**config.mk**
```make
export PLATFORM = sky130hd
export DESIGN_NAME = http_request_line_tokenizer
export DESIGN_NICKNAME = d
export VERILOG_FILES = /design/src/rtl/core/hrlt_pkg.sv /design/src/rtl/core/hrlt_scanner.sv /design/src/rtl/core/hrlt_out_stage.sv /design/src/rtl/core/http_request_line_tokenizer.sv
export SDC_FILE = /design/constraint.sdc
export NUM_CORES = 1
export LEC_CHECK = 0
export BUFFER_PORTS_ARGS = -buffer_cell sky130_fd_sc_hd__buf_4
export CAP_MARGIN = 20
export CORE_ASPECT_RATIO = 1.4
export CORE_UTILIZATION = 55
export DETAILED_ROUTE_END_ITERATION = 16
export PLACE_DENSITY = 0.76
export SLEW_MARGIN = 20
export SYNTH_ARGS = -nofsm -noshare
export SYNTH_HDL_FRONTEND = slang
export SYNTH_SLANG_ARGS = --single-unit
```
**constraint.sdc**
```tcl
create_clock -name clk -period 7 [get_ports clk]
set_input_delay 0.7 -clock clk [delete_from_list [all_inputs] [get_ports clk]]
set_output_delay 0.7 -clock clk [all_outputs]
set_load 0.02 [all_outputs]
```
**src/rtl/core/hrlt_pkg.sv**
```systemverilog
`timescale 1ns / 1ps
// ============================================================================
// hrlt_pkg
// Shared types and constants of the HTTP request line tokenizer: status codes,
// field widths and the result record that travels from the scanner to the
// output register.
// ============================================================================
package hrlt_pkg;

    localparam int HRLT_MAX_LINE_DEF = 4096;

    localparam int BYTE_W   = 8;
    localparam int LEN_IN_W = 13;
    localparam int FIELD_W  = 12;
    localparam int STAT_W   = 3;

    // Status codes of a result.
    localparam logic [STAT_W-1:0] ST_OK       = 3'd0;
    localparam logic [STAT_W-1:0] ST_NO_SP1   = 3'd1;
    localparam logic [STAT_W-1:0] ST_NO_SP2   = 3'd2;
    localparam logic [STAT_W-1:0] ST_NO_SLASH = 3'd3;
    localparam logic [STAT_W-1:0] ST_NO_CRLF  = 3'd4;
    localparam logic [STAT_W-1:0] ST_TOO_LONG = 3'd5;

    // Characters the scanner looks for.
    localparam logic [BYTE_W-1:0] CH_NUL   = 8'h00;
    localparam logic [BYTE_W-1:0] CH_SPACE = 8'h20;
    localparam logic [BYTE_W-1:0] CH_SLASH = 8'h2F;
    localparam logic [BYTE_W-1:0] CH_CR    = 8'h0D;
    localparam logic [BYTE_W-1:0] CH_LF    = 8'h0A;

    typedef struct packed {
        logic [STAT_W-1:0]  status;
        logic [FIELD_W-1:0] method_length;
        logic [FIELD_W-1:0] url_start;
        logic [FIELD_W-1:0] url_length;
        logic [FIELD_W-1:0] proto_start;
        logic [FIELD_W-1:0] proto_length;
        logic [FIELD_W-1:0] version_start;
        logic [FIELD_W-1:0] version_length;
    } result_t;

endpackage

```
**src/rtl/core/hrlt_scanner.sv**
```systemverilog
`timescale 1ns / 1ps
// ============================================================================
// hrlt_scanner
// Per-byte scan state of one request line. On each transfer it updates the
// phase, position and token marks and, when the line ends, forms the result.
// ============================================================================
module hrlt_scanner
    import hrlt_pkg::*;
#(
    parameter int MAX_LINE = HRLT_MAX_LINE_DEF
)
(
    input  logic                clk,
    input  logic                rst_n,
    input  logic                in_fire,
    input  logic [BYTE_W-1:0]   byte_value,
    input  logic                line_start,
    input  logic [LEN_IN_W-1:0] line_length,
    output logic                res_valid,
    output result_t             res
);

    localparam int POS_W = $clog2(MAX_LINE);
    localparam int CMP_W = (POS_W + 1 > LEN_IN_W) ? POS_W + 1 : LEN_IN_W;
    localparam logic [POS_W-1:0] LAST_POS = POS_W'(MAX_LINE - 1);

    localparam logic [2:0] PH_IDLE    = 3'd0;
    localparam logic [2:0] PH_METHOD  = 3'd1;
    localparam logic [2:0] PH_URL     = 3'd2;
    localparam logic [2:0] PH_PROTO   = 3'd3;
    localparam logic [2:0] PH_VERSION = 3'd4;

    logic [2:0]          phase_reg, phase_next;
    logic [POS_W-1:0]    position_reg, position_next;
    logic [FIELD_W-1:0]  sp1_reg, sp1_next;
    logic [FIELD_W-1:0]  sp2_reg, sp2_next;
    logic [FIELD_W-1:0]  slash_reg, slash_next;
    logic                cr_pending_reg, cr_pending_next;
    logic [LEN_IN_W-1:0] limit_reg, limit_next;

    always_comb
    begin
        logic              line_end;
        logic              fail;
        logic [STAT_W-1:0] fail_code;
        logic [FIELD_W-1:0] pos_f;

        phase_next      = phase_reg;
        position_next   = position_reg;
        sp1_next        = sp1_reg;
        sp2_next        = sp2_reg;
        slash_next      = slash_reg;
        cr_pending_next = cr_pending_reg;
        limit_next      = limit_reg;
        res_valid       = 1'b0;
        res             = '0;
        line_end        = 1'b0;
        fail            = 1'b0;
        fail_code       = ST_OK;
        pos_f           = '0;

        if (in_fire)
        begin
            if (line_start)
            begin
                phase_next      = PH_METHOD;
                position_next   = '0;
                sp1_next        = '0;
                sp2_next        = '0;
                slash_next      = '0;
                cr_pending_next = 1'b0;
                limit_next      = line_length;
            end

            pos_f = FIELD_W'(position_next);

            if (phase_next != PH_IDLE)
            begin
                if (byte_value == CH_NUL)
                begin
                    fail = 1'b1;
                    unique case (phase_next)
                        PH_URL:     fail_code = ST_NO_SP2;
                        PH_PROTO:   fail_code = ST_NO_SLASH;
                        PH_VERSION: fail_code = ST_NO_CRLF;
                        default:    fail_code = ST_NO_SP1;
                    endcase
                end
                else
                begin
                    unique case (phase_next)
                        PH_METHOD:
                        begin
                            if (byte_value == CH_SPACE)
                            begin
                                sp1_next   = pos_f;
                                phase_next = PH_URL;
                            end
                        end
                        PH_URL:
                        begin
                            if (byte_value == CH_SPACE)
                            begin
                                sp2_next   = pos_f;
                                phase_next = PH_PROTO;
                            end
                        end
                        PH_PROTO:
                        begin
                            if (byte_value == CH_SLASH)
                            begin
                                slash_next      = pos_f;
                                phase_next      = PH_VERSION;
                                cr_pending_next = 1'b0;
                            end
                        end
                        default:
                        begin
                            if (byte_value == CH_LF && cr_pending_next)
                                line_end = 1'b1;
                            else
                                cr_pending_next = (byte_value == CH_CR);
                        end
                    endcase

                    if (line_end)
                    begin
                        // The line, LF included, must fit the declared length.
                        if (CMP_W'(position_next) + CMP_W'(1) > CMP_W'(limit_next))
                        begin
                            fail      = 1'b1;
                            fail_code = ST_TOO_LONG;
                        end
                        else
                        begin
                            res_valid          = 1'b1;
                            res.status         = ST_OK;
                            res.method_length  = sp1_next;
                            res.url_start      = sp1_next + FIELD_W'(1);
                            res.url_length     = sp2_next - sp1_next - FIELD_W'(1);
                            res.proto_start    = sp2_next + FIELD_W'(1);
                            res.proto_length   = slash_next - sp2_next - FIELD_W'(1);
                            res.version_start  = slash_next + FIELD_W'(1);
                            res.version_length = pos_f - slash_next - FIELD_W'(2);
                        end
                    end
                    else if (position_next == LAST_POS)
                    begin
                        fail      = 1'b1;
                        fail_code = ST_TOO_LONG;
                    end
                    else
                    begin
                        position_next = position_next + POS_W'(1);
                    end
                end

                if (fail)
                begin
                    res_valid  = 1'b1;
                    res        = '0;
                    res.status = fail_code;
                end

                if (fail || line_end)
                begin
                    phase_next      = PH_IDLE;
                    position_next   = '0;
                    sp1_next        = '0;
                    sp2_next        = '0;
                    slash_next      = '0;
                    cr_pending_next = 1'b0;
                end
            end
        end
    end

    always_ff @(posedge clk or negedge rst_n)
    begin
        if (!rst_n)
        begin
            phase_reg      <= PH_IDLE;
            position_reg   <= '0;
            sp1_reg        <= '0;
            sp2_reg        <= '0;
            slash_reg      <= '0;
            cr_pending_reg <= 1'b0;
            limit_reg      <= '0;
        end
        else
        begin
            phase_reg      <= phase_next;
            position_reg   <= position_next;
            sp1_reg        <= sp1_next;
            sp2_reg        <= sp2_next;
            slash_reg      <= slash_next;
            cr_pending_reg <= cr_pending_next;
            limit_reg      <= limit_next;
        end
    end

    // An idle scanner holds no position.
    a_idle_pos: assert property (@(posedge clk) disable iff (!rst_n)
        (phase_reg == PH_IDLE) |-> (position_reg == '0))
        else $error("position not cleared while idle");

    // A pending CR only exists while searching for CR LF.
    a_cr_phase: assert property (@(posedge clk) disable iff (!rst_n)
        cr_pending_reg |-> (phase_reg == PH_VERSION))
        else $error("pending CR outside version phase");

    // A good result only comes from an LF after a CR in the version phase.
    a_ok_src: assert property (@(posedge clk) disable iff (!rst_n)
        (res_valid && res.status == ST_OK) |->
            (phase_reg == PH_VERSION && cr_pending_reg && !line_start
             && byte_value == CH_LF))
        else $error("good result without CR LF");

endmodule

```
**src/rtl/core/hrlt_out_stage.sv**
```systemverilog
`timescale 1ns / 1ps
// ============================================================================
// hrlt_out_stage
// Result register of the tokenizer. Holds one result until the consumer
// takes it; the scanner may load it whenever the slot is free or draining.
// ============================================================================
module hrlt_out_stage
    import hrlt_pkg::*;
(
    input  logic    clk,
    input  logic    rst_n,
    input  logic    load,
    input  result_t res,
    input  logic    out_ready,
    output logic    out_valid,
    output result_t res_q
);

    logic    valid_reg, valid_next;
    result_t data_reg;

    always_comb
    begin
        valid_next = valid_reg;
        if (load)
            valid_next = 1'b1;
        else if (out_ready)
            valid_next = 1'b0;
    end

    always_ff @(posedge clk or negedge rst_n)
    begin
        if (!rst_n)
            valid_reg <= 1'b0;
        else
            valid_reg <= valid_next;
    end

    always_ff @(posedge clk)
    begin
        if (load)
            data_reg <= res;
    end

    assign out_valid = valid_reg;
    assign res_q     = data_reg;

    // A new result never overwrites one that has not been transferred.
    a_no_overwrite: assert property (@(posedge clk) disable iff (!rst_n)
        load |-> (!valid_reg || out_ready))
        else $error("result register overwritten");

endmodule

```
**src/rtl/core/http_request_line_tokenizer.sv**
```systemverilog
`timescale 1ns / 1ps
// ============================================================================
// http_request_line_tokenizer
// Scans an HTTP request line one byte per transfer and reports the status
// plus offset and length of the method, URL, protocol name and version.
// ============================================================================
//
//  Channel | Handshake            | Payload
//  --------+----------------------+--------------------------------------------
//  input   | in_valid / in_ready  | byte_value, line_start, line_length
//  output  | out_valid / out_ready| status, method_length, url_start,
//          |                      | url_length, proto_start, proto_length,
//          |                      | version_start, version_length
//
// The scanner state updates at the input transfer and a result, if the byte
// closes the line, lands in the output register on the same edge. One byte
// per clock is sustained; the only limit is the single-entry result register:
// input stalls only while a result is held there and out_ready is low. rst_n
// clears the scanner to idle (bytes without line_start are dropped) and
// empties the result register.
//
// A line ends with a result on an LF directly after a CR in the version
// phase, on a zero byte, or when MAX_LINE bytes have been taken. A new
// line_start in the middle of a line silently drops the open line.
module http_request_line_tokenizer
    import hrlt_pkg::*;
#(
    parameter int MAX_LINE = HRLT_MAX_LINE_DEF
)
(
    input  logic                clk,
    input  logic                rst_n,

    input  logic                in_valid,
    output logic                in_ready,
    input  logic [BYTE_W-1:0]   byte_value,
    input  logic                line_start,
    input  logic [LEN_IN_W-1:0] line_length,

    output logic                out_valid,
    input  logic                out_ready,
    output logic [STAT_W-1:0]   status,
    output logic [FIELD_W-1:0]  method_length,
    output logic [FIELD_W-1:0]  url_start,
    output logic [FIELD_W-1:0]  url_length,
    output logic [FIELD_W-1:0]  proto_start,
    output logic [FIELD_W-1:0]  proto_length,
    output logic [FIELD_W-1:0]  version_start,
    output logic [FIELD_W-1:0]  version_length
);

    logic    in_fire;
    logic    res_valid;
    result_t res;
    result_t res_q;

    // The result register is free when empty or being drained this cycle, so
    // any byte, including one that closes a line, can be taken then.
    assign in_ready = !out_valid || out_ready;
    assign in_fire  = in_valid && in_ready;

    hrlt_scanner #(
        .MAX_LINE (MAX_LINE)
    ) u_scanner (
        .clk         (clk),
        .rst_n       (rst_n),
        .in_fire     (in_fire),
        .byte_value  (byte_value),
        .line_start  (line_start),
        .line_length (line_length),
        .res_valid   (res_valid),
        .res         (res)
    );

    hrlt_out_stage u_out_stage (
        .clk       (clk),
        .rst_n     (rst_n),
        .load      (res_valid),
        .res       (res),
        .out_ready (out_ready),
        .out_valid (out_valid),
        .res_q     (res_q)
    );

    assign status         = res_q.status;
    assign method_length  = res_q.method_length;
    assign url_start      = res_q.url_start;
    assign url_length     = res_q.url_length;
    assign proto_start    = res_q.proto_start;
    assign proto_length   = res_q.proto_length;
    assign version_start  = res_q.version_start;
    assign version_length = res_q.version_length;

endmodule

```
==> results by group <==
Clock tree
  – CTS tree: done
  – CTS resizes: 0
  – CTS Buffer Depth: 2
  – Num CTS Buffers: 17
  – Reg clk slew, reported paths: 0.07 ns
  – TritonCTS Sinks: 153
  – Skew-Pair Late Insertion Delay: 0.43 ns
  – Root buffer cell: clkbuf_16
  – Hold_buf cts: 0
  – Number of H-tree levels: 4
  – Setup bufs post-CTS: 0

Setup path
  – CP max stage cell: or3_2
  – Critical Path RT: 7.27 ns
  – Endpoint class of the critical path: flop
  – Setup CP Type: primary input to flop
  – R2r worst-path depth: 13
  – Crit-path max FO: 74
  – Cells along the critical path: buf_4 > clkinv_1 > nand2_1 > inv_1 > ha_1 > and3_1 > nand3_1 > xor2_1 > nor2_1 > ha_1 > a21oi_1 > o21ai_0 > a211oi_1 > a2bb2oi_1 > or3_2 > buf_4 > nor3_1
  – Critical path startpoint: line_start
  – Startpoint Class: primary input
  – Worst R2R Start: u_scanner.position_reg[1]$_DFFE_PN0P_
  – Critical Path AT: 5.14 ns
  – Max incr delay on CP: 0.79 ns

Logic synthesis
  – EDFF count, synth: 87
  – Synth Net Count: 1087
  – Avg Inst Size Synth: 9.61 um^2
  – Post-synth top flop: edfxtp_1
  – Mapped Area: 9600 um^2
  – Synth cell types: 74
  – Ys Warns: 0
  – Sequential share of the synthesized area: 0.444
  – Post-synthesis instance total: 999
  – Fraction of registers with async set/reset: 0.431
  – Synth Register Bits: 153

Timing
  – Worst rel slew slack: 0.280
  – Pins Over Slew Limit: 0
  – Setup TNS: 0 ns
  – Worst-Margin Slew: 1.08 ns
  – Final hold vios: 0
  – Final Setup Violations: 0
  – FMAX: 0.206 GHz
  – RSZ-0062 raised after global routing: no
  – Worst Clk Skew: 0.00732 ns
  – Post-route clock period utilization: 0.695
  – Minimum clock period: 4.87 ns

Placed design
  – Placer's final routability congestion estimate: 0.977
  – DP HPWL: 18000 um
  – Buffers on Ports: 114

Floorplan
  – Std cell rows: 56
  – Core Area: 16900 um^2
  – Die Ht: 158 um
  – I/O Pins: 115
  – Die Span X: 114 um
  – Initial Utilization: 0.569
  – Die ar.: 18000 um^2

GRT
  – Antenna violations before repair: 0
  – GR Overflow Total: 0
  – First-pass GRT wire length: 39900 um
  – Largest net degree at the start of global routing: 81
  – Vias in the first global route: 7683
  – GRT Util Overall: 0.292

Drt
  – DRC viols: 0
  – Initial drt markers: 794
  – TritonRoute pass-1 iters: 5
  – Via/cell ratio: 6.01
  – DRT Wirelength: 25200 um
  – Routed Antenna Nets: 0
  – Vias: 7981
  – Post-DR wirelength/cell: 18.9 um

Power
  – Pleak: 4.91 nW
  – Pwr dens: 194 nW/um^2
  – Peak supply drop: 0.144 mV

Hold path
  – Hold Path Class: primary input to async pin

Finish
  – Share of layout cells above drive strength 1: 0.171
  – Max reg flops: 87
  – # diodes: 0
  – Core Util, Final: 0.666
  – Syn-to-layout area delta: 17.2%
  – Nets: 1171
  – Fill cells: 1374

Outcome
  – Outcome: complete, no violations

Flow run
  – Max_cap viols: 0
==> critical path: cells and delay by family <==
family                   cells  cell delay (ns)
buffers and inverters        4             1.34
AO/OA/AOI/OAI                4             0.62
XOR/XNOR                     1             0.16
AND/OR/NAND/NOR              6             1.67
adder cells (fa/ha/maj)      2             0.62
==> synthesized netlist by cell type (all sizes together) (10+ instances only) <==
library cell / count / area, um^2
dfrtp: 66 / 1650
o21ai: 66 / 338
nor3: 21 / 105
nand2b: 10 / 62.6
nor2b: 15 / 93.8
a21oi: 42 / 210
buf: 10 / 51.3
inv: 63 / 236
clkbuf: 49 / 185
a22o: 20 / 175
nor2: 100 / 375
nand4: 18 / 128
nor4: 11 / 68.8
xor2: 21 / 184
ha: 59 / 738
nand2: 103 / 387
edfxtp: 87 / 2610
xnor2: 41 / 359
mux2i: 32 / 345
o21a: 10 / 75.1
nand3: 23 / 115
==> per-layer routing <==
layer  part of all wire  vias up  GRT usage
li1                   -     3738          -
met1               0.38     3754      0.345
met2               0.50      396      0.500
met3              0.063       93     0.0426
met4              0.051        0      0.181
met5                  0        -          0
==> final cells by class <==
type | count | area [um^2] | area share
well taps | 232 | 290 | 0.0258
flip-flops and latches | 153 | 4260 | 0.379
repair buffers | 124 | 943 | 0.0839
inverters | 65 | 244 | 0.0217
clock inverters | 15 | 203 | 0.0180
multi-input cells | 722 | 4880 | 0.434
clock buffers | 17 | 425 | 0.0378
==> where the power goes <==
part / internal [mW] / switching (mW) / leakage (nW) / total (mW)
sequential: 0.963 / 0.0289 / 1.86 / 0.992
combinational: 0.0744 / 0.121 / 2.74 / 0.195
clock: 0.577 / 0.417 / 0.310 / 0.995
==> logic make-up (layout without fill, tap and decap cells) <==
family | count (synthesis) | count (layout) | share of synthesized area
multiplexers | 38 | 38 | 0.0430
AO/OA/AOI/OAI | 207 | 207 | 0.142
flip-flops | 153 | 153 | 0.444
adder cells (fa/ha/maj) | 62 | 62 | 0.0831
buffers and inverters | 124 | 221 | 0.0500
XOR/XNOR | 62 | 62 | 0.0566
AND/OR/NAND/NOR | 353 | 353 | 0.181
==> worst paths after layout <==
| kind | end | slack (ns) |
|---|---|---|
| max | u_out_stage.res_q[57]$_SDFFCE_PP0P_ | 2.13 |
| min | u_scanner.slash_reg[11]$_DFFE_PN0P_ | 0.39 |
| max reg2reg | u_out_stage.res_q[57]$_SDFFCE_PP0P_ | 2.51 |
| min reg2reg | u_scanner.limit_reg[11]$_DFFE_PN0P_ | 0.48 |
| max in group asynchronous | u_scanner.sp1_reg[6]$_DFFE_PN0P_ | 6.01 |
| min in group clk | u_scanner.limit_reg[11]$_DFFE_PN0P_ | 0.48 |
==> cell usage in the layout (no fill, tap or decap), types with 41 or more instances in the layout <==
| master | n |
|---|---|
| nand2_1 | 103 |
| a21oi_1 | 42 |
| xnor2_1 | 41 |
| buf_4 | 123 |
| o21ai_0 | 64 |
| ha_1 | 59 |
| inv_1 | 60 |
| nor2_1 | 99 |
| edfxtp_1 | 87 |
| dfrtp_1 | 66 |
==> per-stage QoR <==
stage / setup WS (ns) / cells / instance area [um^2] / hold WS [ns] / total power, mW
CTS: 2.17 / 1328 / 11200 / 0.413 / 2.19
global placement: 1.85 / 1296 / 10600 / 0.456 / 1.20
detailed placement: 1.75 / 1296 / 10600 / 0.470 / 1.20
global route: 1.61 / 1328 / 11300 / 0.458 / 2.25
finish: 2.13 / 1328 / 11300 / 0.392 / 2.18
floorplan: 0.213 / 999 / 9600 / 0.404 / 1.13
(Power assumes the default switching activity.)
